`src/design/stl_pkg.sv`:
```
// Package for the source token lexer: result kinds, size constants,
// the result record and the character class helpers.
// No dependencies.
`default_nettype none

package stl_pkg;

    // Longest identifier that is kept; extra characters are dropped.
    localparam int MAX_IDENT_LEN = 32;
    localparam int IDENT_W       = 6;
    localparam int POS_W         = 16;
    localparam int VALUE_W       = 32;
    localparam int KIND_W        = 3;

    // Depth of the result queue; it must hold two results per item.
    localparam int Q_DEPTH = 4;
    localparam int QPTR_W  = $clog2(Q_DEPTH);

    // Result kinds as they appear on the output.
    typedef enum logic [KIND_W-1:0] {
        K_CHAR    = 3'd0,
        K_IDEND   = 3'd1,
        K_EOL     = 3'd2,
        K_INT     = 3'd3,
        K_SPECIAL = 3'd4,
        K_EOF     = 3'd5,
        K_BAD     = 3'd6
    } t_kind;

    // One result item.
    typedef struct packed {
        t_kind              kind;
        logic [VALUE_W-1:0] value;
        logic [IDENT_W-1:0] ident_length;
        logic [POS_W-1:0]   row;
        logic [POS_W-1:0]   column;
        logic               last;
    } t_result;

    // Space, tab, newline, vertical tab, form feed, carriage return.
    function automatic logic is_space(input logic [7:0] c);
        return (c == 8'd32) || (c >= 8'd9 && c <= 8'd13);
    endfunction

    function automatic logic is_alpha(input logic [7:0] c);
        return (c >= 8'd65 && c <= 8'd90) || (c >= 8'd97 && c <= 8'd122);
    endfunction

    function automatic logic is_digit(input logic [7:0] c);
        return c >= 8'd48 && c <= 8'd57;
    endfunction

    // Brackets, arithmetic operators, '=', both quotes, '<', '>' and '%'.
    function automatic logic is_special(input logic [7:0] c);
        logic r;
        r = 1'b0;
        unique case (c)
            "(", ")", "{", "}", "[", "]", "+", "-", "*", "/",
            "=", 8'h27, 8'h22, "<", ">", "%": r = 1'b1;
            default: r = 1'b0;
        endcase
        return r;
    endfunction

endpackage

`default_nettype wire

```
`src/design/stl_if.sv`:
```
// Channel interfaces of the source token lexer: the byte input channel
// and the token result channel. Depends on stl_pkg.
`default_nettype none

interface stl_in_if;
    import stl_pkg::*;

    logic       valid;
    logic       ready;
    logic [7:0] ch;
    logic       end_of_text;

    modport source (output valid, output ch, output end_of_text, input ready);
    modport sink   (input valid, input ch, input end_of_text, output ready);
endinterface

interface stl_out_if;
    import stl_pkg::*;

    logic               valid;
    logic               ready;
    logic [KIND_W-1:0]  kind;
    logic [VALUE_W-1:0] value;
    logic [IDENT_W-1:0] ident_length;
    logic [POS_W-1:0]   row;
    logic [POS_W-1:0]   column;
    logic               last;

    modport source (output valid, output kind, output value, output ident_length,
                    output row, output column, output last, input ready);
    modport sink   (input valid, input kind, input value, input ident_length,
                    input row, input column, input last, output ready);
endinterface

`default_nettype wire

```
`src/design/source_token_lexer.sv`:
```
// Top level of the source token lexer: byte classification, token state
// and a small result queue. Depends on stl_pkg and stl_if.
//
//  Channel   Dir  Payload                                        Handshake
//  i_in      in   ch[7:0], end_of_text                           valid/ready
//  o_out     out  kind[2:0], value[31:0], ident_length[5:0],     valid/ready
//                 row[15:0], column[15:0], last
//
// One byte is taken per cycle while the queue has room; each byte yields zero,
// one or two items, which leave the result queue at one per cycle while o_out
// is ready. A result is registered and reaches o_out behind earlier ones.
// Input is taken whenever the queue has room for two more results, so a
// stalled output only stops input once three or more items are waiting.
// Synchronous active-low reset: idle, row and column one, queue empty.
`default_nettype none

module source_token_lexer (
    input  wire logic  i_clk,
    input  wire logic  i_rst_n,
    stl_in_if.sink     i_in,
    stl_out_if.source  o_out
);
    import stl_pkg::*;

    typedef enum logic [1:0] {
        MODE_IDLE  = 2'd0,
        MODE_IDENT = 2'd1,
        MODE_INT   = 2'd2
    } t_mode;

    // Token state.
    t_mode               r_mode,  n_mode;
    logic [VALUE_W-1:0]  r_acc,   n_acc;
    logic [IDENT_W-1:0]  r_ident, n_ident;
    logic [POS_W-1:0]    r_row,   n_row;
    logic [POS_W-1:0]    r_col,   n_col;

    // Result queue.
    t_result             r_mem [Q_DEPTH];
    logic [QPTR_W-1:0]   r_wr, n_wr;
    logic [QPTR_W-1:0]   r_rd, n_rd;
    logic [QPTR_W:0]     r_count, n_count;

    logic                accept;
    logic                pop;
    logic                has_f, has_b;
    t_result             res_f, res_b;
    logic [7:0]          c;
    logic                eot;
    logic                alnum;
    t_mode               mode_m;
    logic [VALUE_W-1:0]  acc_m;
    logic [IDENT_W-1:0]  ident_m;

    assign c      = i_in.ch;
    assign eot    = i_in.end_of_text;
    assign alnum  = is_alpha(c) || is_digit(c);

    assign i_in.ready = (r_count <= (QPTR_W+1)'(Q_DEPTH - 2));
    assign accept     = i_in.valid && i_in.ready;
    assign pop        = o_out.valid && o_out.ready;

    // Classify the byte and work out the flushed token and the byte's own result.
    always_comb begin
        has_f   = 1'b0;
        has_b   = 1'b0;
        res_f   = '0;
        res_b   = '0;
        mode_m  = r_mode;
        acc_m   = r_acc;
        ident_m = r_ident;
        n_row   = r_row;
        n_col   = r_col;

        // A pending token that this byte does not continue goes out first,
        // at the position before the byte.
        res_f.row    = r_row;
        res_f.column = r_col;
        if (r_mode == MODE_IDENT && (eot || !alnum)) begin
            has_f              = 1'b1;
            res_f.kind         = K_IDEND;
            res_f.ident_length = r_ident;
            mode_m             = MODE_IDLE;
            ident_m            = '0;
        end else if (r_mode == MODE_INT && (eot || !is_digit(c))) begin
            has_f       = 1'b1;
            res_f.kind  = K_INT;
            res_f.value = r_acc;
            mode_m      = MODE_IDLE;
            acc_m       = '0;
        end else if (r_mode != MODE_IDENT && r_mode != MODE_INT) begin
            mode_m = MODE_IDLE;
        end

        n_mode  = mode_m;
        n_acc   = acc_m;
        n_ident = ident_m;

        if (eot) begin
            // End of text: report end-of-file, position is kept.
            has_b   = 1'b1;
            res_b.kind   = K_EOF;
            res_b.row    = r_row;
            res_b.column = r_col;
            n_mode  = MODE_IDLE;
            n_acc   = '0;
            n_ident = '0;
        end else begin
            // Advance the position, saturating at the top.
            if (c == 8'd10) begin
                n_row = (r_row == '1) ? r_row : r_row + 1'b1;
                n_col = '0;
            end else begin
                n_col = (r_col == '1) ? r_col : r_col + 1'b1;
            end
            res_b.row    = n_row;
            res_b.column = n_col;
            res_b.value  = {{(VALUE_W-8){1'b0}}, c};

            if (is_space(c)) begin
                has_b = 1'b0;
            end else if (mode_m == MODE_IDENT) begin
                if (ident_m < IDENT_W'(MAX_IDENT_LEN)) begin
                    n_ident            = ident_m + 1'b1;
                    has_b              = 1'b1;
                    res_b.kind         = K_CHAR;
                    res_b.ident_length = n_ident;
                end
            end else if (mode_m == MODE_INT) begin
                // Multiply by ten as two shifts and add the digit.
                n_acc = {acc_m[VALUE_W-4:0], 3'b000} + {acc_m[VALUE_W-2:0], 1'b0}
                      + {{(VALUE_W-4){1'b0}}, c[3:0]};
            end else if (is_alpha(c)) begin
                n_mode             = MODE_IDENT;
                n_ident            = IDENT_W'(1);
                has_b              = 1'b1;
                res_b.kind         = K_CHAR;
                res_b.ident_length = IDENT_W'(1);
            end else if (is_digit(c)) begin
                n_mode = MODE_INT;
                n_acc  = {{(VALUE_W-4){1'b0}}, c[3:0]};
            end else if (c == 8'd59) begin
                has_b      = 1'b1;
                res_b.kind = K_EOL;
            end else if (is_special(c)) begin
                has_b      = 1'b1;
                res_b.kind = K_SPECIAL;
            end else begin
                has_b      = 1'b1;
                res_b.kind = K_BAD;
            end
        end

        res_f.last = !has_b;
        res_b.last = 1'b1;
    end

    // Queue pointer and fill count updates.
    always_comb begin
        n_wr    = r_wr;
        n_rd    = r_rd;
        n_count = r_count;
        if (accept) begin
            n_wr    = r_wr + QPTR_W'(has_f) + QPTR_W'(has_b);
            n_count = n_count + (QPTR_W+1)'(has_f) + (QPTR_W+1)'(has_b);
        end
        if (pop) begin
            n_rd    = r_rd + 1'b1;
            n_count = n_count - 1'b1;
        end
    end

    // Token state and queue control registers.
    always_ff @(posedge i_clk) begin
        if (!i_rst_n) begin
            r_mode  <= MODE_IDLE;
            r_acc   <= '0;
            r_ident <= '0;
            r_row   <= POS_W'(1);
            r_col   <= POS_W'(1);
            r_wr    <= '0;
            r_rd    <= '0;
            r_count <= '0;
        end else begin
            if (accept) begin
                r_mode  <= n_mode;
                r_acc   <= n_acc;
                r_ident <= n_ident;
                r_row   <= n_row;
                r_col   <= n_col;
            end
            r_wr    <= n_wr;
            r_rd    <= n_rd;
            r_count <= n_count;
        end
    end

    // Result storage: the flushed token first, then the byte's own result.
    always_ff @(posedge i_clk) begin
        if (accept) begin
            if (has_f) begin
                r_mem[r_wr] <= res_f;
                if (has_b) begin
                    r_mem[r_wr + 1'b1] <= res_b;
                end
            end else if (has_b) begin
                r_mem[r_wr] <= res_b;
            end
        end
    end

    // Head of the queue drives the output.
    assign o_out.valid        = (r_count != '0);
    assign o_out.kind         = r_mem[r_rd].kind;
    assign o_out.value        = r_mem[r_rd].value;
    assign o_out.ident_length = r_mem[r_rd].ident_length;
    assign o_out.row          = r_mem[r_rd].row;
    assign o_out.column       = r_mem[r_rd].column;
    assign o_out.last         = r_mem[r_rd].last;

endmodule

`default_nettype wire

```
`src/flat_wrapper.sv`:
```
// flat-port wrapper written by rule: the top's interface ports become plain ports
module source_token_lexer_flat import stl_pkg::*;
  (i_clk, i_rst_n, i_in_valid, i_in_ch, i_in_end_of_text, i_in_ready, o_out_valid, o_out_kind, o_out_value, o_out_ident_length, o_out_row, o_out_column, o_out_last, o_out_ready);
  stl_in_if i_in_i ();
  stl_out_if o_out_i ();
  input  wire logic i_clk;
  input  wire logic i_rst_n;
  input wire logic [$bits(i_in_i.valid)-1:0] i_in_valid;
  input wire logic [$bits(i_in_i.ch)-1:0] i_in_ch;
  input wire logic [$bits(i_in_i.end_of_text)-1:0] i_in_end_of_text;
  output wire logic [$bits(i_in_i.ready)-1:0] i_in_ready;
  output wire logic [$bits(o_out_i.valid)-1:0] o_out_valid;
  output wire logic [$bits(o_out_i.kind)-1:0] o_out_kind;
  output wire logic [$bits(o_out_i.value)-1:0] o_out_value;
  output wire logic [$bits(o_out_i.ident_length)-1:0] o_out_ident_length;
  output wire logic [$bits(o_out_i.row)-1:0] o_out_row;
  output wire logic [$bits(o_out_i.column)-1:0] o_out_column;
  output wire logic [$bits(o_out_i.last)-1:0] o_out_last;
  input wire logic [$bits(o_out_i.ready)-1:0] o_out_ready;
  assign i_in_i.valid = i_in_valid;
  assign i_in_i.ch = i_in_ch;
  assign i_in_i.end_of_text = i_in_end_of_text;
  assign i_in_ready = i_in_i.ready;
  assign o_out_valid = o_out_i.valid;
  assign o_out_kind = o_out_i.kind;
  assign o_out_value = o_out_i.value;
  assign o_out_ident_length = o_out_i.ident_length;
  assign o_out_row = o_out_i.row;
  assign o_out_column = o_out_i.column;
  assign o_out_last = o_out_i.last;
  assign o_out_i.ready = o_out_ready;
  source_token_lexer u_core (.i_clk(i_clk), .i_rst_n(i_rst_n), .i_in(i_in_i), .o_out(o_out_i));
endmodule
```
`config.mk`:
```
export PLATFORM = sky130hd
export DESIGN_NAME = source_token_lexer_flat
export DESIGN_NICKNAME = d
export VERILOG_FILES = /design/src/design/stl_pkg.sv /design/src/design/stl_if.sv /design/src/design/source_token_lexer.sv /design/src/flat_wrapper.sv
export SDC_FILE = /design/constraint.sdc
export NUM_CORES = 1
export LEC_CHECK = 0
export CAP_MARGIN = 20
export CORE_MARGIN = 1
export CORE_UTILIZATION = 58
export DETAILED_ROUTE_END_ITERATION = 8
export DONT_BUFFER_PORTS = 1
export PLACE_DENSITY = 0.84
export SLEW_MARGIN = 20
export SYNTH_ARGS = -nofsm -noshare
export SYNTH_HDL_FRONTEND = slang
export SYNTH_SLANG_ARGS = --single-unit
```
`constraint.sdc`:
```
create_clock -name i_clk -period 4.2 [get_ports i_clk]
set_input_delay 0.42 -clock i_clk [delete_from_list [all_inputs] [get_ports i_clk]]
set_output_delay 0.42 -clock i_clk [all_outputs]
set_load 0.01 [all_outputs]
```
# After elaboration in Yosys (flattened, before gate mapping)
# Memory sizes are Yosys's and may differ from the RTL's. A register that Yosys moved wholly into a read port is not among the register bits.
# Index checks and enable logic that the tools add are counted.
word_totals:
  regBits: 79
  ramBits: 296
  inputBits: 13
  output_inout_bits: 76
  mem_count: 1
op_classes:
  addsub: 12
  order_cmp: 10
  eq_ne: 27
  muxes: 79
  bitwise_logic: 2
  n_reduce_logical: 20
mem_list:
  columns: ["name", "depth", "word_bits", "read_ports", "rd_ports_with_merged_regs", "wr", "line_no", "text"]
  rows:
  - ["u_core.r_mem", 4, 74, 1, 1, 2, "source_token_lexer.sv:39", "t_result r_mem [Q_DEPTH];"]
ops:
  columns: ["operator", "n"]
  rows:
  - ["2-to-1 mux 32 bit", 10]
  - ["== test 8 x 6 -> 1 bit (second input constant)", 14]
  - ["2-to-1 mux 74 bit", 1]
  - ["2-to-1 mux 6 bit", 12]
  - ["2-to-1 mux 16 bit", 4]
  - ["2-to-1 mux 34 bit", 1]
  - ["adder 16 x 1 -> 16 bit (second input constant)", 2]
  - ["adder 32 bit", 1]
  - ["adder 32 x 4 -> 32 bit", 1]
  - ["== test 16 bit (second input constant)", 2]
  - ["== test 8 x 7 -> 1 bit (second input constant)", 4]
  - ["2-to-1 mux 1 bit", 28]
  - ["2-to-1 mux 3 bit", 9]
  - ["2-to-1 mux 2 bit", 13]
  - ["greater-or-equal comparator 8 x 7 -> 1 bit (second input constant)", 2]
  - ["<= comparator 8 x 7 -> 1 bit (second input constant)", 2]
  - ["OR reduction 16 bit", 1]
  - ["2-to-1 mux 14 bit", 1]
  - ["logical AND 1 bit", 9]
  - ["== test 8 x 4 -> 1 bit (second input constant)", 1]
  - ["greater-or-equal comparator 8 x 4 -> 1 bit (second input constant)", 1]
  - ["greater-or-equal comparator 8 x 6 -> 1 bit (second input constant)", 1]
  - ["<= comparator 8 x 4 -> 1 bit (second input constant)", 1]
  - ["<= comparator 8 x 6 -> 1 bit (second input constant)", 1]
  - ["17 further kinds", 28]

# Longest topological paths before layout
# Gate-level depths: netlist of the first run.
logic_depth:
  depth_word: 22
  depth_mapped: 19
  mapped_depth_nobuf: 16

# Worst setup path after synthesis of the first run
# Ideal clock, no wire load.
synth_path:
  path_type: "in2reg"
  start: "input i_in_ch[1]"
  end: "register u_core.r_acc[26]"
  setup_time_ps: 128
  arrival_time_ps: 4251
  required_ps: 4072
  path_slack_ps: -179
  stages: 18
  path_buffers: 3
  cell_sequence: "clkbuf_1 -> o21ai_0 -> nand2_1 -> nor2_1 -> or2_2 -> clkbuf_1 -> clkbuf_1 -> and2_1 -> fa_1 -> fa_1 -> a21oi_1 -> o211a_1 -> o21ba_2 -> o21ai_0 -> a31oi_1 -> o21ai_0 -> xnor2_1 -> o21ai_0"
synth_between:
  elab_chain_len: 14
synth_lines:
  columns: ["element", "line_no", "text"]
  rows:
  - ["from (decl)", "flat_wrapper.sv:9", "input wire logic [$bits(i_in_i.ch)-1:0] i_in_ch;"]
  - ["greater-or-equal comparator 8 x 7 -> 1 bit / <= comparator 8 x 7 -> 1 bit (equally long branches)", "stl_pkg.sv:46", "return (c >= 8'd65 && c <= 8'd90) || (c >= 8'd97 && c <= 8'd122);"]
  - ["logical AND 1 bit", "stl_pkg.sv:46", null]
  - ["logical OR 1 bit", "stl_pkg.sv:46", null]
  - ["logical OR 1 bit", "source_token_lexer.sv:57", "assign alnum = is_alpha(c) || is_digit(c);"]
  - ["zero test 1 bit", "source_token_lexer.sv:79", "if (r_mode == MODE_IDENT && (eot || !alnum)) begin"]
  - ["logical OR 1 bit", "source_token_lexer.sv:79", null]
  - ["logical AND 1 bit", "source_token_lexer.sv:79", null]
  - ["2-to-1 mux 32 bit", "source_token_lexer.sv:79", null]
  - ["adder 32 bit / 2-to-1 mux 32 bit (equally long branches)", "source_token_lexer.sv:131, source_token_lexer.sv:139", null]
  - ["adder 32 x 4 -> 32 bit / 2-to-1 mux 32 bit (equally long branches)", "source_token_lexer.sv:132, source_token_lexer.sv:133", null]
  - ["2-to-1 mux 32 bit", "source_token_lexer.sv:129", "end else if (mode_m == MODE_INT) begin"]
  - ["2-to-1 mux 32 bit", "source_token_lexer.sv:122", "end else if (mode_m == MODE_IDENT) begin"]
  - ["2-to-1 mux 32 bit *", "source_token_lexer.sv:120", "if (is_space(c)) begin"]
  - ["2-to-1 mux 32 bit *", "source_token_lexer.sv:99", "if (eot) begin"]
  - ["to (signal assigned)", "source_token_lexer.sv:187", "r_acc <= n_acc;"]
  - ["to (decl)", "source_token_lexer.sv:33", "logic [VALUE_W-1:0] r_acc, n_acc;"]
# Every way passes the cells marked *; elsewhere a longest branch is shown, timed or not.
# A chain may end at the register's enable or synchronous reset.

# Final worst setup path of the first run
layout_path:
  start: "register u_core.r_mode[0]"
  end: "register u_core.r_acc[28]"
layout_between:
  elab_chain_len: 10
layout_lines:
  columns: ["element", "line_no", "text"]
  rows:
  - ["from (decl)", "source_token_lexer.sv:32", "t_mode r_mode, n_mode;"]
  - ["from (signal assigned)", "source_token_lexer.sv:186", "r_mode <= n_mode;"]
  - ["== test 2 bit (tied with other cells)", "source_token_lexer.sv:85", "end else if (r_mode == MODE_INT && (eot || !is_digit(c))) begin"]
  - ["logical AND 1 bit, on equally long branches", "source_token_lexer.sv:85, source_token_lexer.sv:91", null]
  - ["2-to-1 mux 32 bit / 2-to-1 mux 2 bit (equally long branches)", "source_token_lexer.sv:85, source_token_lexer.sv:91", null]
  - ["2-to-1 mux 32 bit / 2-to-1 mux 2 bit (equally long branches)", "source_token_lexer.sv:79, source_token_lexer.sv:85", null]
  - ["adder 32 bit (tied with other cells)", "source_token_lexer.sv:131", "n_acc = {acc_m[VALUE_W-4:0], 3'b000} + {acc_m[VALUE_W-2:0], 1'b0}"]
  - ["adder 32 x 4 -> 32 bit (tied with other cells)", "source_token_lexer.sv:132", "+ {{(VALUE_W-4){1'b0}}, c[3:0]};"]
  - ["2-to-1 mux 32 bit", "source_token_lexer.sv:129", null]
  - ["2-to-1 mux 32 bit", "source_token_lexer.sv:122", null]
  - ["2-to-1 mux 32 bit *", "source_token_lexer.sv:120", null]
  - ["2-to-1 mux 32 bit *", "source_token_lexer.sv:99", null]
# Marked as above.

==> results of run 1 <==
-- layout by cell type (no fill, tap or decap), types with 30 or more instances in the layout --
cell	count
nand3_1	110
and2_1	69
nor2_1	168
dfxtp_1	179
mux4_2	74
clkbuf_16	40
nand2_1	189
o21ai_1	42
a21oi_1	103
xnor2_1	30
ha_1	64
o21ai_0	176
buf_4	48
edfxtp_1	196
a22o_1	43
o22ai_1	36
-- cells by family (layout without fill, tap and decap cells) --
group / after synthesis / in the layout / synth area share
adders and majority gates: 68 / 68 / 0.04438
buffers and inverters: 181 / 149 / 0.03701
muxes: 91 / 91 / 0.09261
DFF: 377 / 377 / 0.4791
AOI/OAI and AO/OA: 541 / 541 / 0.1704
and+or+nand+nor: 660 / 660 / 0.1579
xor gates and xnor gates: 42 / 42 / 0.01853
-- sequential cells by signal (all words and copies together), names as in the netlist, named ones only --
signal and cells:
u_core.r_wr 2, u_core.r_mem 296, u_core.r_rd 2, u_core.r_mode 2, u_core.r_acc 32, u_core.r_row 16
u_core.r_ident 6, u_core.r_col 16, u_core.r_count 3
-- routing by layer --
| metal | track usage | up-vias |
|---|---|---|
| met5 | 0 | - |
| met4 | 0.1400 | 0 |
| met3 | 0.06717 | 184 |
| met2 | 0.4960 | 983 |
| met1 | 0.3947 | 7606 |
| li1 | - | 7123 |
-- stage by stage --
step / hold slack [ns] / worst slack, ns / cells / power, mW / util
2_1_floorplan: 0.4249 / 0.02497 / 1960 / 5.990 / -
3_3_place_gp: 0.4431 / 0.1866 / 2304 / 6.562 / 0.6022
3_5_place_dp: 0.4532 / 0.09500 / 2304 / 6.631 / 0.6022
4_1_cts: 0.004318 / 0.3999 / 2376 / 10.01 / 0.6403
5_1_grt: 0.006032 / 0.1061 / 2376 / 10.32 / 0.6403
6_report: 0.01482 / 0.3669 / 2376 / 10.03 / 0.6403
-- path summary, 6_finish.rpt --
check,endpoint,slack (ns),cells past startpoint
worst min-delay path,u_core.r_col[8]$_SDFFE_PN0P_,0.01,1
worst max register to register,u_core.r_acc[28]$_SDFFE_PN0P_,0.37,13
worst min register to register,u_core.r_mem[3][61]$_SDFFE_PP0P_,0.46,2
worst max-delay path,u_core.r_acc[28]$_SDFFE_PN0P_,0.37,13
-- report_power, final --
group          switching [mW]  internal (mW)  total (mW)
Combinational            1.35          0.757        2.11
Sequential              0.251           4.23        4.48
Clock                    1.46           1.98        3.44
Total                    3.06           6.97        10.0
-- timing repair --
action,CTS,global route
setup endpoints to repair,0,0
hold buffers,1,0
endpoints found under the hold margin,2,0
gates resized for setup,0,0
-- cell type report --
type,count,area share
Multi-Input combinational cell,1402,0.4483
Sequential cell,377,0.4422
Clock buffer,54,0.05145
Tap cell,448,0.02604
Timing Repair Buffer,52,0.02000
Clock inverter,17,0.007557
Inverter,26,0.004534
==> results.sh, run 1 <==
export IMPL_relSlewSlack=0.2846
export IMPL_rsz0062_at_grt="no"
export IMPL_peakVddDrop_mv=0.3008
export IMPL_portBuffers=0
export IMPL_drive_gt1_frac=0.1177
export IMPL_cp_startpoint="u_core.r_mode[0]$_SDFFE_PN0P_"
export IMPL_ys_seq_area_frac=0.4791
export IMPL_reg2reg_from="u_core.r_mode[0]$_SDFFE_PN0P_"
export IMPL_netlist_top_cells_area="edfxtp_1 30%, dfxtp_1 18%, mux4_2 8.4%"
export IMPL_yosysWarnings=0
export IMPL_crit_path_cell_trace="nand2b_1 > or2_2 > and2_1 > fa_1 > fa_1 > a21oi_1 > o211a_1 > o21ba_2 > o21ai_0 > a31oi_1 > o2111a_1 > nor4_1 > nor4_1"
export IMPL_yosys_area_top_type="edfxtp_1"
export IMPL_drv_slew=0
export IMPL_status="completed"
export IMPL_cts_tree="built"
export IMPL_htreeDepth=2
export IMPL_crit_type="reg2reg"
export IMPL_gr_usage_all_layers=0.3064
export IMPL_netlist_area_leader_share=0.2966
export IMPL_fmax_mhz=260.9
export IMPL_nFillCells=2427
export IMPL_synth_common_cells="196 x edfxtp_1, 194 x nand2_1, 181 x dfxtp_1, 177 x o21ai_0, 170 x nor2_1"
export IMPL_synth_ff_type="edfxtp_1"
export IMPL_synth_most_common_cell="edfxtp_1"
export IMPL_synth_edf_count=196
export IMPL_highest_layer="met4"
export IMPL_start_util=0.5904
export IMPL_grt_pass1_vias=15572
export IMPL_ys_seq_elements=377
export IMPL_final_period_utilization=0.9126
export IMPL_final_nets=1979
export IMPL_crit_slowest_cell="fa_1"
export IMPL_powerDensity_nw_per_um2=466.1
export IMPL_synthCells=1960
export IMPL_synth_async_reset_ratio=0
export IMPL_dr_total_vias=15896
export IMPL_die_w_um=187.0
export IMPL_clkTransAtPathRegs_ns=0.06
export IMPL_clock_path_buffers=3
export IMPL_final_area_um2=21520
export IMPL_syn2layout_area_growth_pct=8.448
export IMPL_post_cts_setup_buffers=0
export IMPL_fp_row_count=67
export IMPL_dr_pass1_iters=6
export IMPL_antenna_cells=0
export IMPL_ff_latch_area_um2=9517
export IMPL_tightestPinTransition_ns=1.066
export IMPL_drc=0
export IMPL_syn_nets=2041
export IMPL_critPathMaxFanout=5
export IMPL_setup_viol=0
export IMPL_min_from="i_rst_n"
export IMPL_insertion_delay_ns=0.55
export IMPL_place_area_um2=20240
export IMPL_crit_path_end_kind="flop"
export IMPL_wl_um=53770
export IMPL_drt_met1_wl_um=20200
export IMPL_fin_worst_skew_ns=0.02143
export IMPL_period_minus_slack_ns=3.833
export IMPL_grt_pass1_wl_um=84850
export IMPL_die_y_um=187.0
export IMPL_gp_congestion=0.9266
export IMPL_hold_path_class="in2reg"
export IMPL_cts_root_buf="clkbuf_16"
export IMPL_die_area_um2=34960
export IMPL_multi_input_area_um2=9648
export IMPL_cts_made_buffers=39
export IMPL_final_hold_violation_count=0
export IMPL_critPathLaunchType="flop"
export IMPL_ys_types=84
export IMPL_antenna_found_initial=0
export IMPL_grt_max_degree=57
export IMPL_syn_cell_area_um2=19850
export IMPL_cts_sinks=377
export IMPL_crit_family="compound AO/OA/AOI/OAI gates"
export IMPL_tns_ns=0
export IMPL_post_dp_hpwl_um=34470
export IMPL_first_iter_violations=1895
export IMPL_antenna_left=0
export IMPL_wl_met3_um=6092
export IMPL_viasPerCell=6.690
export IMPL_drt_wirelength_per_cell_um=22.63
export IMPL_io_pins=89
export IMPL_cp_data_arrival_time_ns=4.27
export IMPL_synth_area_per_cell_um2=10.13
export IMPL_maxCapViolCount=0
export IMPL_crit_path_max_incr_delay_ns=0.52
export IMPL_leakage_nw=7.520
export IMPL_grt_overflow_total=0
export IMPL_wl_met2_um=25150
export IMPL_core_area_um2=33620
export IMPL_cp_required_ns=4.64
export IMPL_crit_buf_inv=0
(Power assumes the default switching activity.)
==> run 2, diff against run 1 <==
- CTS_BUF_LIST: default -> sky130_fd_sc_hd__clkbuf_2 sky130_fd_sc_hd__clkbuf_4 sky130_fd_sc_hd__clkbuf_8
==> run 2 against run 1 <==
  * Clock skew rose by 0.015 ns
  * Hold slack better by 0.036 ns
  * Non-clock buffer count unchanged
  * Critical path depth is 1 higher
  * Combinational power about the same
  * Core utilization rose by 0.22 points
  * Design area up 0.34%
  * Register-to-register slack barely moved
  * Sequential share of layout area decreased by 0.15 points
  * Die area unchanged
  * Wire length is 1.1% lower
  * First-iteration DRC count shrank 3.2%
  * Critical endpoint is now u_core.r_acc[31]$_SDFFE_PN0P_
  * Largest cell class unchanged
  * Highest routed layer unchanged
==> results.sh, run 2 (same netlist as run 1, synthesis figures left out) <==
export IMPL_grt_pass1_wl_um=84210
export IMPL_drive_gt1_frac=0.1378
export IMPL_holdWs_ns=0.05107
export IMPL_die_y_um=187.0
export IMPL_maxCapViolCount=0
export IMPL_core_area_um2=33620
export IMPL_tns_ns=0
export IMPL_grt_pass1_vias=15613
export IMPL_nFillCells=2469
export IMPL_use_met1=0.3918
export IMPL_cp_required_ns=4.67
export IMPL_antenna_left=0
export IMPL_grt_overflow_total=0
export IMPL_io_pins=89
export IMPL_peakVddDrop_mv=0.2947
export IMPL_post_dp_hpwl_um=34470
export IMPL_final_hold_violation_count=0
export IMPL_grtUsageMet3=0.07411
export IMPL_top_register="u_core.r_mem"
export IMPL_antenna_found_initial=0
export IMPL_final_common_cell="edfxtp_1"
export IMPL_dr_total_vias=15970
export IMPL_largestRegisters="u_core.r_mem x296, u_core.r_acc x32"
export IMPL_first_iter_violations=1834
export IMPL_hold_path_class="in2reg"
export IMPL_clock_path_buffers=3
export IMPL_p_int_mw=7.003
export IMPL_rsz0062_at_grt="no"
export IMPL_crit_slowest_cell="o31ai_1"
export IMPL_gr_usage_all_layers=0.3029
export IMPL_syn2layout_area_growth_pct=8.820
export IMPL_critPathMaxFanout=25
export IMPL_relSlewSlack=0.3271
export IMPL_setup_viol=0
export IMPL_period_minus_slack_ns=3.840
export IMPL_cts_made_buffers=59
export IMPL_viasPerCell=6.613
export IMPL_swShare=0.3030
export IMPL_fp_row_count=67
export IMPL_crit_path_end_kind="flop"
export IMPL_status="completed"
export IMPL_tightestPinTransition_ns=1.009
export IMPL_fmax_mhz=260.4
export IMPL_drc=0
export IMPL_clkTransAtPathRegs_ns=0.07
export IMPL_grt_max_degree=57
export IMPL_largest_reg_flops=296
export IMPL_cp_data_arrival_time_ns=4.31
export IMPL_wl_um=53190
export IMPL_gr_usage_met2=0.4812
export IMPL_pwr_share_clk=0.345
export IMPL_portBuffers=0
export IMPL_cts_sinks=377
export IMPL_pwr_share_seq=0.446
export IMPL_final_period_utilization=0.9143
export IMPL_gp_congestion=0.9266
export IMPL_crit_path_cell_trace="nand2b_1 > or2_2 > buf_4 > and2_1 > ha_1 > ha_1 > a2111oi_0 > o21ai_0 > o211ai_1 > inv_1 > o31ai_1 > a31oi_1 > xnor2_1 > o21ai_0"
export IMPL_start_util=0.5904
export IMPL_critPathLaunchType="flop"
export IMPL_drv_slew=0
export IMPL_cts_root_buf="clkbuf_8"
export IMPL_p_switching_mw=3.045
export IMPL_die_w_um=187.0
export IMPL_grt_busiest_layer="met2"
export IMPL_die_area_um2=34960
export IMPL_final_nets=1999
export IMPL_insertion_delay_ns=0.63
export IMPL_final_cell_mix="196 x edfxtp_1, 189 x nand2_1, 179 x dfxtp_1"
export IMPL_power_mw=10.05
export IMPL_powerDensity_nw_per_um2=465.2
export IMPL_drt_wirelength_per_cell_um=22.02
export IMPL_crit_path_max_incr_delay_ns=0.44
export IMPL_crit_type="reg2reg"
export IMPL_combPwrFrac=0.209
export IMPL_fin_worst_skew_ns=0.03681
export IMPL_cts_tree="built"
export IMPL_dr_pass1_iters=7
export IMPL_antenna_cells=0
export IMPL_htreeDepth=2
export IMPL_leakage_nw=7.616
[run 2: power by group through the flow]
stage	clock (mW)	combinational, mW	sequential [mW]
4_1_cts	3.49	2.07	4.49
5_1_grt	3.65	2.19	4.53
3_3_place_gp	0	2.03	4.54
3_5_place_dp	0	2.06	4.57
2_1_floorplan	0	1.61	4.38
6_report	3.47	2.10	4.48
[run 2: layer usage]
| layer | vias up | routed length [um] |
|---|---|---|
| met3 | 174 | 6357 |
| li1 | 7191 | - |
| met4 | 0 | 2223 |
| met2 | 978 | 24690 |
| met1 | 7627 | 19920 |
| met5 | - | 0 |
[run 2: final cells by class]
class / count / area, um^2 / area share
timing repair buffer: 52 / 430.4 / 0.01993
multi-input combinational: 1402 / 9648 / 0.4467
sequential: 377 / 9517 / 0.4406
clock buffer: 90 / 1126 / 0.05214
clock inverter: 20 / 217.7 / 0.01008
inverter: 26 / 97.59 / 0.004519
tap: 448 / 560.5 / 0.02595
[run 2: path summary, 6_finish.rpt]
| check | startpoint | end | cells after the start | slack [ns] |
|---|---|---|---|---|
| setup / recovery | u_core.r_mode[0]$_SDFFE_PN0P_ | u_core.r_acc[31]$_SDFFE_PN0P_ | 14 | 0.36 |
| setup reg to reg | u_core.r_mode[0]$_SDFFE_PN0P_ | u_core.r_acc[31]$_SDFFE_PN0P_ | 14 | 0.36 |
| hold / removal | i_in_end_of_text | u_core.r_ident[0]$_SDFFE_PN0P_ | 3 | 0.05 |
| hold reg to reg | u_core.r_mem[3][61]$_SDFFE_PP0P_ | u_core.r_mem[3][61]$_SDFFE_PP0P_ | 2 | 0.46 |
[run 2: per-stage QoR]
stage / instance area (um^2) / utilization / setup slack, ns / std cells
finish: 21600 / 0.6425 / 0.3601 / 2415
global route: 21600 / 0.6425 / 0.1098 / 2415
CTS: 21600 / 0.6425 / 0.3953 / 2415
detailed placement: 20240 / 0.6022 / 0.09500 / 2304
global placement: 20240 / 0.6022 / 0.1866 / 2304
floorplan: 19860 / - / 0.02497 / 1960
[run 2: what timing repair did]
item,in CTS,in global routing
endpoints found under the hold margin,6,0
hold buffers,1,0
setup endpoints to repair,0,0
buffers inserted,0,0
gates resized for setup,0,0
[run 2: worst max-delay path: cells and delay by family, from the launching register on]
family | cells | cell delay, ns
AO/OA/AOI/OAI | 6 | 1.47
XOR/XNOR | 1 | 0.18
adder cells (fa/ha/maj) | 2 | 0.71
buffers and inverters | 2 | 0.28
flip-flops | 1 | 0.33
AND/OR/NAND/NOR | 3 | 0.71
==> run 3, diff against run 2 <==
==> constraint.sdc (replaced) <==
create_clock -name i_clk -period 4.2 [get_ports i_clk]
set_input_delay 0.84 -clock i_clk [delete_from_list [all_inputs] [get_ports i_clk]]
set_output_delay 0.84 -clock i_clk [all_outputs]
set_load 0.01 [all_outputs]
==> run 3 against run 2 <==
  * Fmax increased by 5.4%
  * Die area unchanged
  * Combinational power increased by 3%
  * Sequential cell count unchanged
  * Highest routed layer unchanged
==> results.sh, run 3 (same netlist as run 1, synthesis figures left out) <==
export IMPL_largestRegisters="u_core.r_mem x296, u_core.r_acc x32"
export IMPL_swShare=0.3079
export IMPL_drt_wirelength_per_cell_um=21.95
export IMPL_io_pins=89
export IMPL_crit_family="compound AO/OA/AOI/OAI gates"
export IMPL_crit_buf_inv=2
export IMPL_drive_gt1_frac=0.1516
export IMPL_relSlewSlack=0.3664
export IMPL_post_cts_setup_buffers=0
export IMPL_fp_row_count=67
export IMPL_fmax_mhz=274.5
export IMPL_peakVddDrop_mv=0.2804
export IMPL_grt_pass1_wl_um=84360
export IMPL_powerDensity_nw_per_um2=459.8
export IMPL_tightestPinTransition_ns=0.9441
export IMPL_reg2reg_slack_ns=0.56
export IMPL_final_cell_mix="196 x edfxtp_1, 189 x nand2_1, 179 x dfxtp_1"
export IMPL_setup_worst_path_end="u_core.r_acc[21]$_SDFFE_PN0P_"
export IMPL_top_register="u_core.r_mem"
export IMPL_clkTransAtPathRegs_ns=0.06
export IMPL_maxCapViolCount=0
export IMPL_leakage_nw=7.706
export IMPL_cp_required_ns=4.71
export IMPL_fin_cells=2433
export IMPL_gp_congestion=0.9425
export IMPL_power_mw=10.02
export IMPL_grt_pass1_vias=15720
export IMPL_start_util=0.5904
export IMPL_dr_pass1_iters=6
export IMPL_die_y_um=187.0
export IMPL_clock_path_buffers=3
export IMPL_cts_root_buf="clkbuf_8"
export IMPL_largest_reg_flops=296
export IMPL_antenna_cells=0
export IMPL_pwr_share_clk=0.341
export IMPL_p_int_mw=6.931
export IMPL_setup_slack_ns=0.5570
export IMPL_cts_made_buffers=59
export IMPL_holdWs_ns=0.2822
export IMPL_cp_startpoint="u_core.r_mode[0]$_SDFFE_PN0P_"
export IMPL_pwr_share_seq=0.443
export IMPL_final_nets=2016
export IMPL_r2r_end="u_core.r_acc[21]$_SDFFE_PN0P_"
export IMPL_setup_viol=0
export IMPL_final_hold_violation_count=0
export IMPL_p_switching_mw=3.084
export IMPL_place_ws_ns=0.004563
export IMPL_hold_path_class="in2reg"
export IMPL_htreeDepth=2
export IMPL_status="completed"
export IMPL_cts_sinks=377
export IMPL_grt_overflow_total=0
export IMPL_place_inst=2322
export IMPL_min_from="i_rst_n"
export IMPL_die_area_um2=34960
export IMPL_grt_max_degree=58
export IMPL_crit_path_end_kind="flop"
export IMPL_reg2reg_from="u_core.r_mode[0]$_SDFFE_PN0P_"
export IMPL_viasPerCell=6.579
export IMPL_crit_slowest_cell="fa_1"
export IMPL_timing_critical_path_depth=15
export IMPL_first_iter_violations=1788
export IMPL_gr_usage_all_layers=0.3041
export IMPL_rsz0062_at_grt="no"
export IMPL_drc=0
export IMPL_core_area_um2=33620
export IMPL_crit_path_max_incr_delay_ns=0.42
export IMPL_final_area_um2=21780
export IMPL_cts_hold_buf=0
export IMPL_cp_data_arrival_time_ns=4.15
export IMPL_period_minus_slack_ns=3.643
export IMPL_r2r_cells=15
export IMPL_final_period_utilization=0.8674
export IMPL_crit_type="reg2reg"
export IMPL_antenna_found_initial=0
export IMPL_die_w_um=187.0
export IMPL_tns_ns=0
export IMPL_insertion_delay_ns=0.63
export IMPL_place_area_um2=20450
export IMPL_antenna_left=0
export IMPL_wl_um=53390
export IMPL_ctsResizeCount=0
export IMPL_final_common_cell="edfxtp_1"
export IMPL_drv_slew=0
export IMPL_cts_tree="built"
export IMPL_fin_worst_skew_ns=0.02638
export IMPL_combPwrFrac=0.217
export IMPL_critPathMaxFanout=13
export IMPL_fin_util=0.6480
export IMPL_crit_path_cell_trace="nand2b_1 > or2_4 > and2_4 > fa_1 > ha_1 > buf_4 > nand3_1 > o211ai_1 > nand3_1 > a21boi_0 > buf_4 > a21boi_0 > o21bai_1 > xnor2_1 > o21ai_0"
export IMPL_dr_total_vias=16007
export IMPL_syn2layout_area_growth_pct=9.753
export IMPL_portBuffers=0
export IMPL_critPathLaunchType="flop"
export IMPL_post_dp_hpwl_um=35030
==> run 3: worst min-delay path by stage <==
stage                                           end  slack [ns]  cells after the start
floorplan             u_core.r_acc[31]$_SDFFE_PN0P_        0.42                      2
global placement    u_core.r_mem[3][0]$_SDFFE_PP1P_        0.44                      1
detailed placement  u_core.r_mem[3][0]$_SDFFE_PP1P_        0.45                      1
CTS                    u_core.r_row[0]$_SDFFE_PN1P_        0.26                      1
global route           u_core.r_row[0]$_SDFFE_PN1P_        0.26                      1
finish                 u_core.r_row[0]$_SDFFE_PN1P_        0.28                      1
==> run 3: worst register-to-register path, stage by stage (launching register included) <==
cell and delay (ns):
dfxtp_1 0.33, nand2b_1 0.21, or2_4 0.33, and2_4 0.18, fa_1 0.42, ha_1 0.32
buf_4 0.13, nand3_1 0.07, o211ai_1 0.34, nand3_1 0.18, a21boi_0 0.23, buf_4 0.15
a21boi_0 0.16, o21bai_1 0.24, xnor2_1 0.15, o21ai_0 0.08
==> run 3: power by group through the flow <==
stage / Sequential (mW) / Clock [mW] / Combinational [mW]
floorplan: 4.38 / 0 / 1.62
global placement: 4.49 / 0 / 2.10
detailed placement: 4.52 / 0 / 2.15
CTS: 4.44 / 3.43 / 2.16
global route: 4.47 / 3.59 / 2.28
finish: 4.43 / 3.41 / 2.17
==> run 3: per-layer routing <==
metal | global-route usage | part of all wire | vias to the layer above
met2 | 0.4961 | 0.47 | 1004
met1 | 0.3975 | 0.38 | 7639
li1 | - | - | 7209
met5 | 0 | 0 | -
met4 | 0.1214 | 0.036 | 0
met3 | 0.06341 | 0.11 | 155
==> run 3: layout make-up <==
type                            instances  area (um^2)
Inverter                               26        97.59
Fill cell                            2509        11830
Clock buffer                           94         1187
Tap cell                              448        560.5
Sequential cell                       377         9517
Clock inverter                         17        147.6
Multi-Input combinational cell       1402         9679
Timing Repair Buffer                   69        593.1
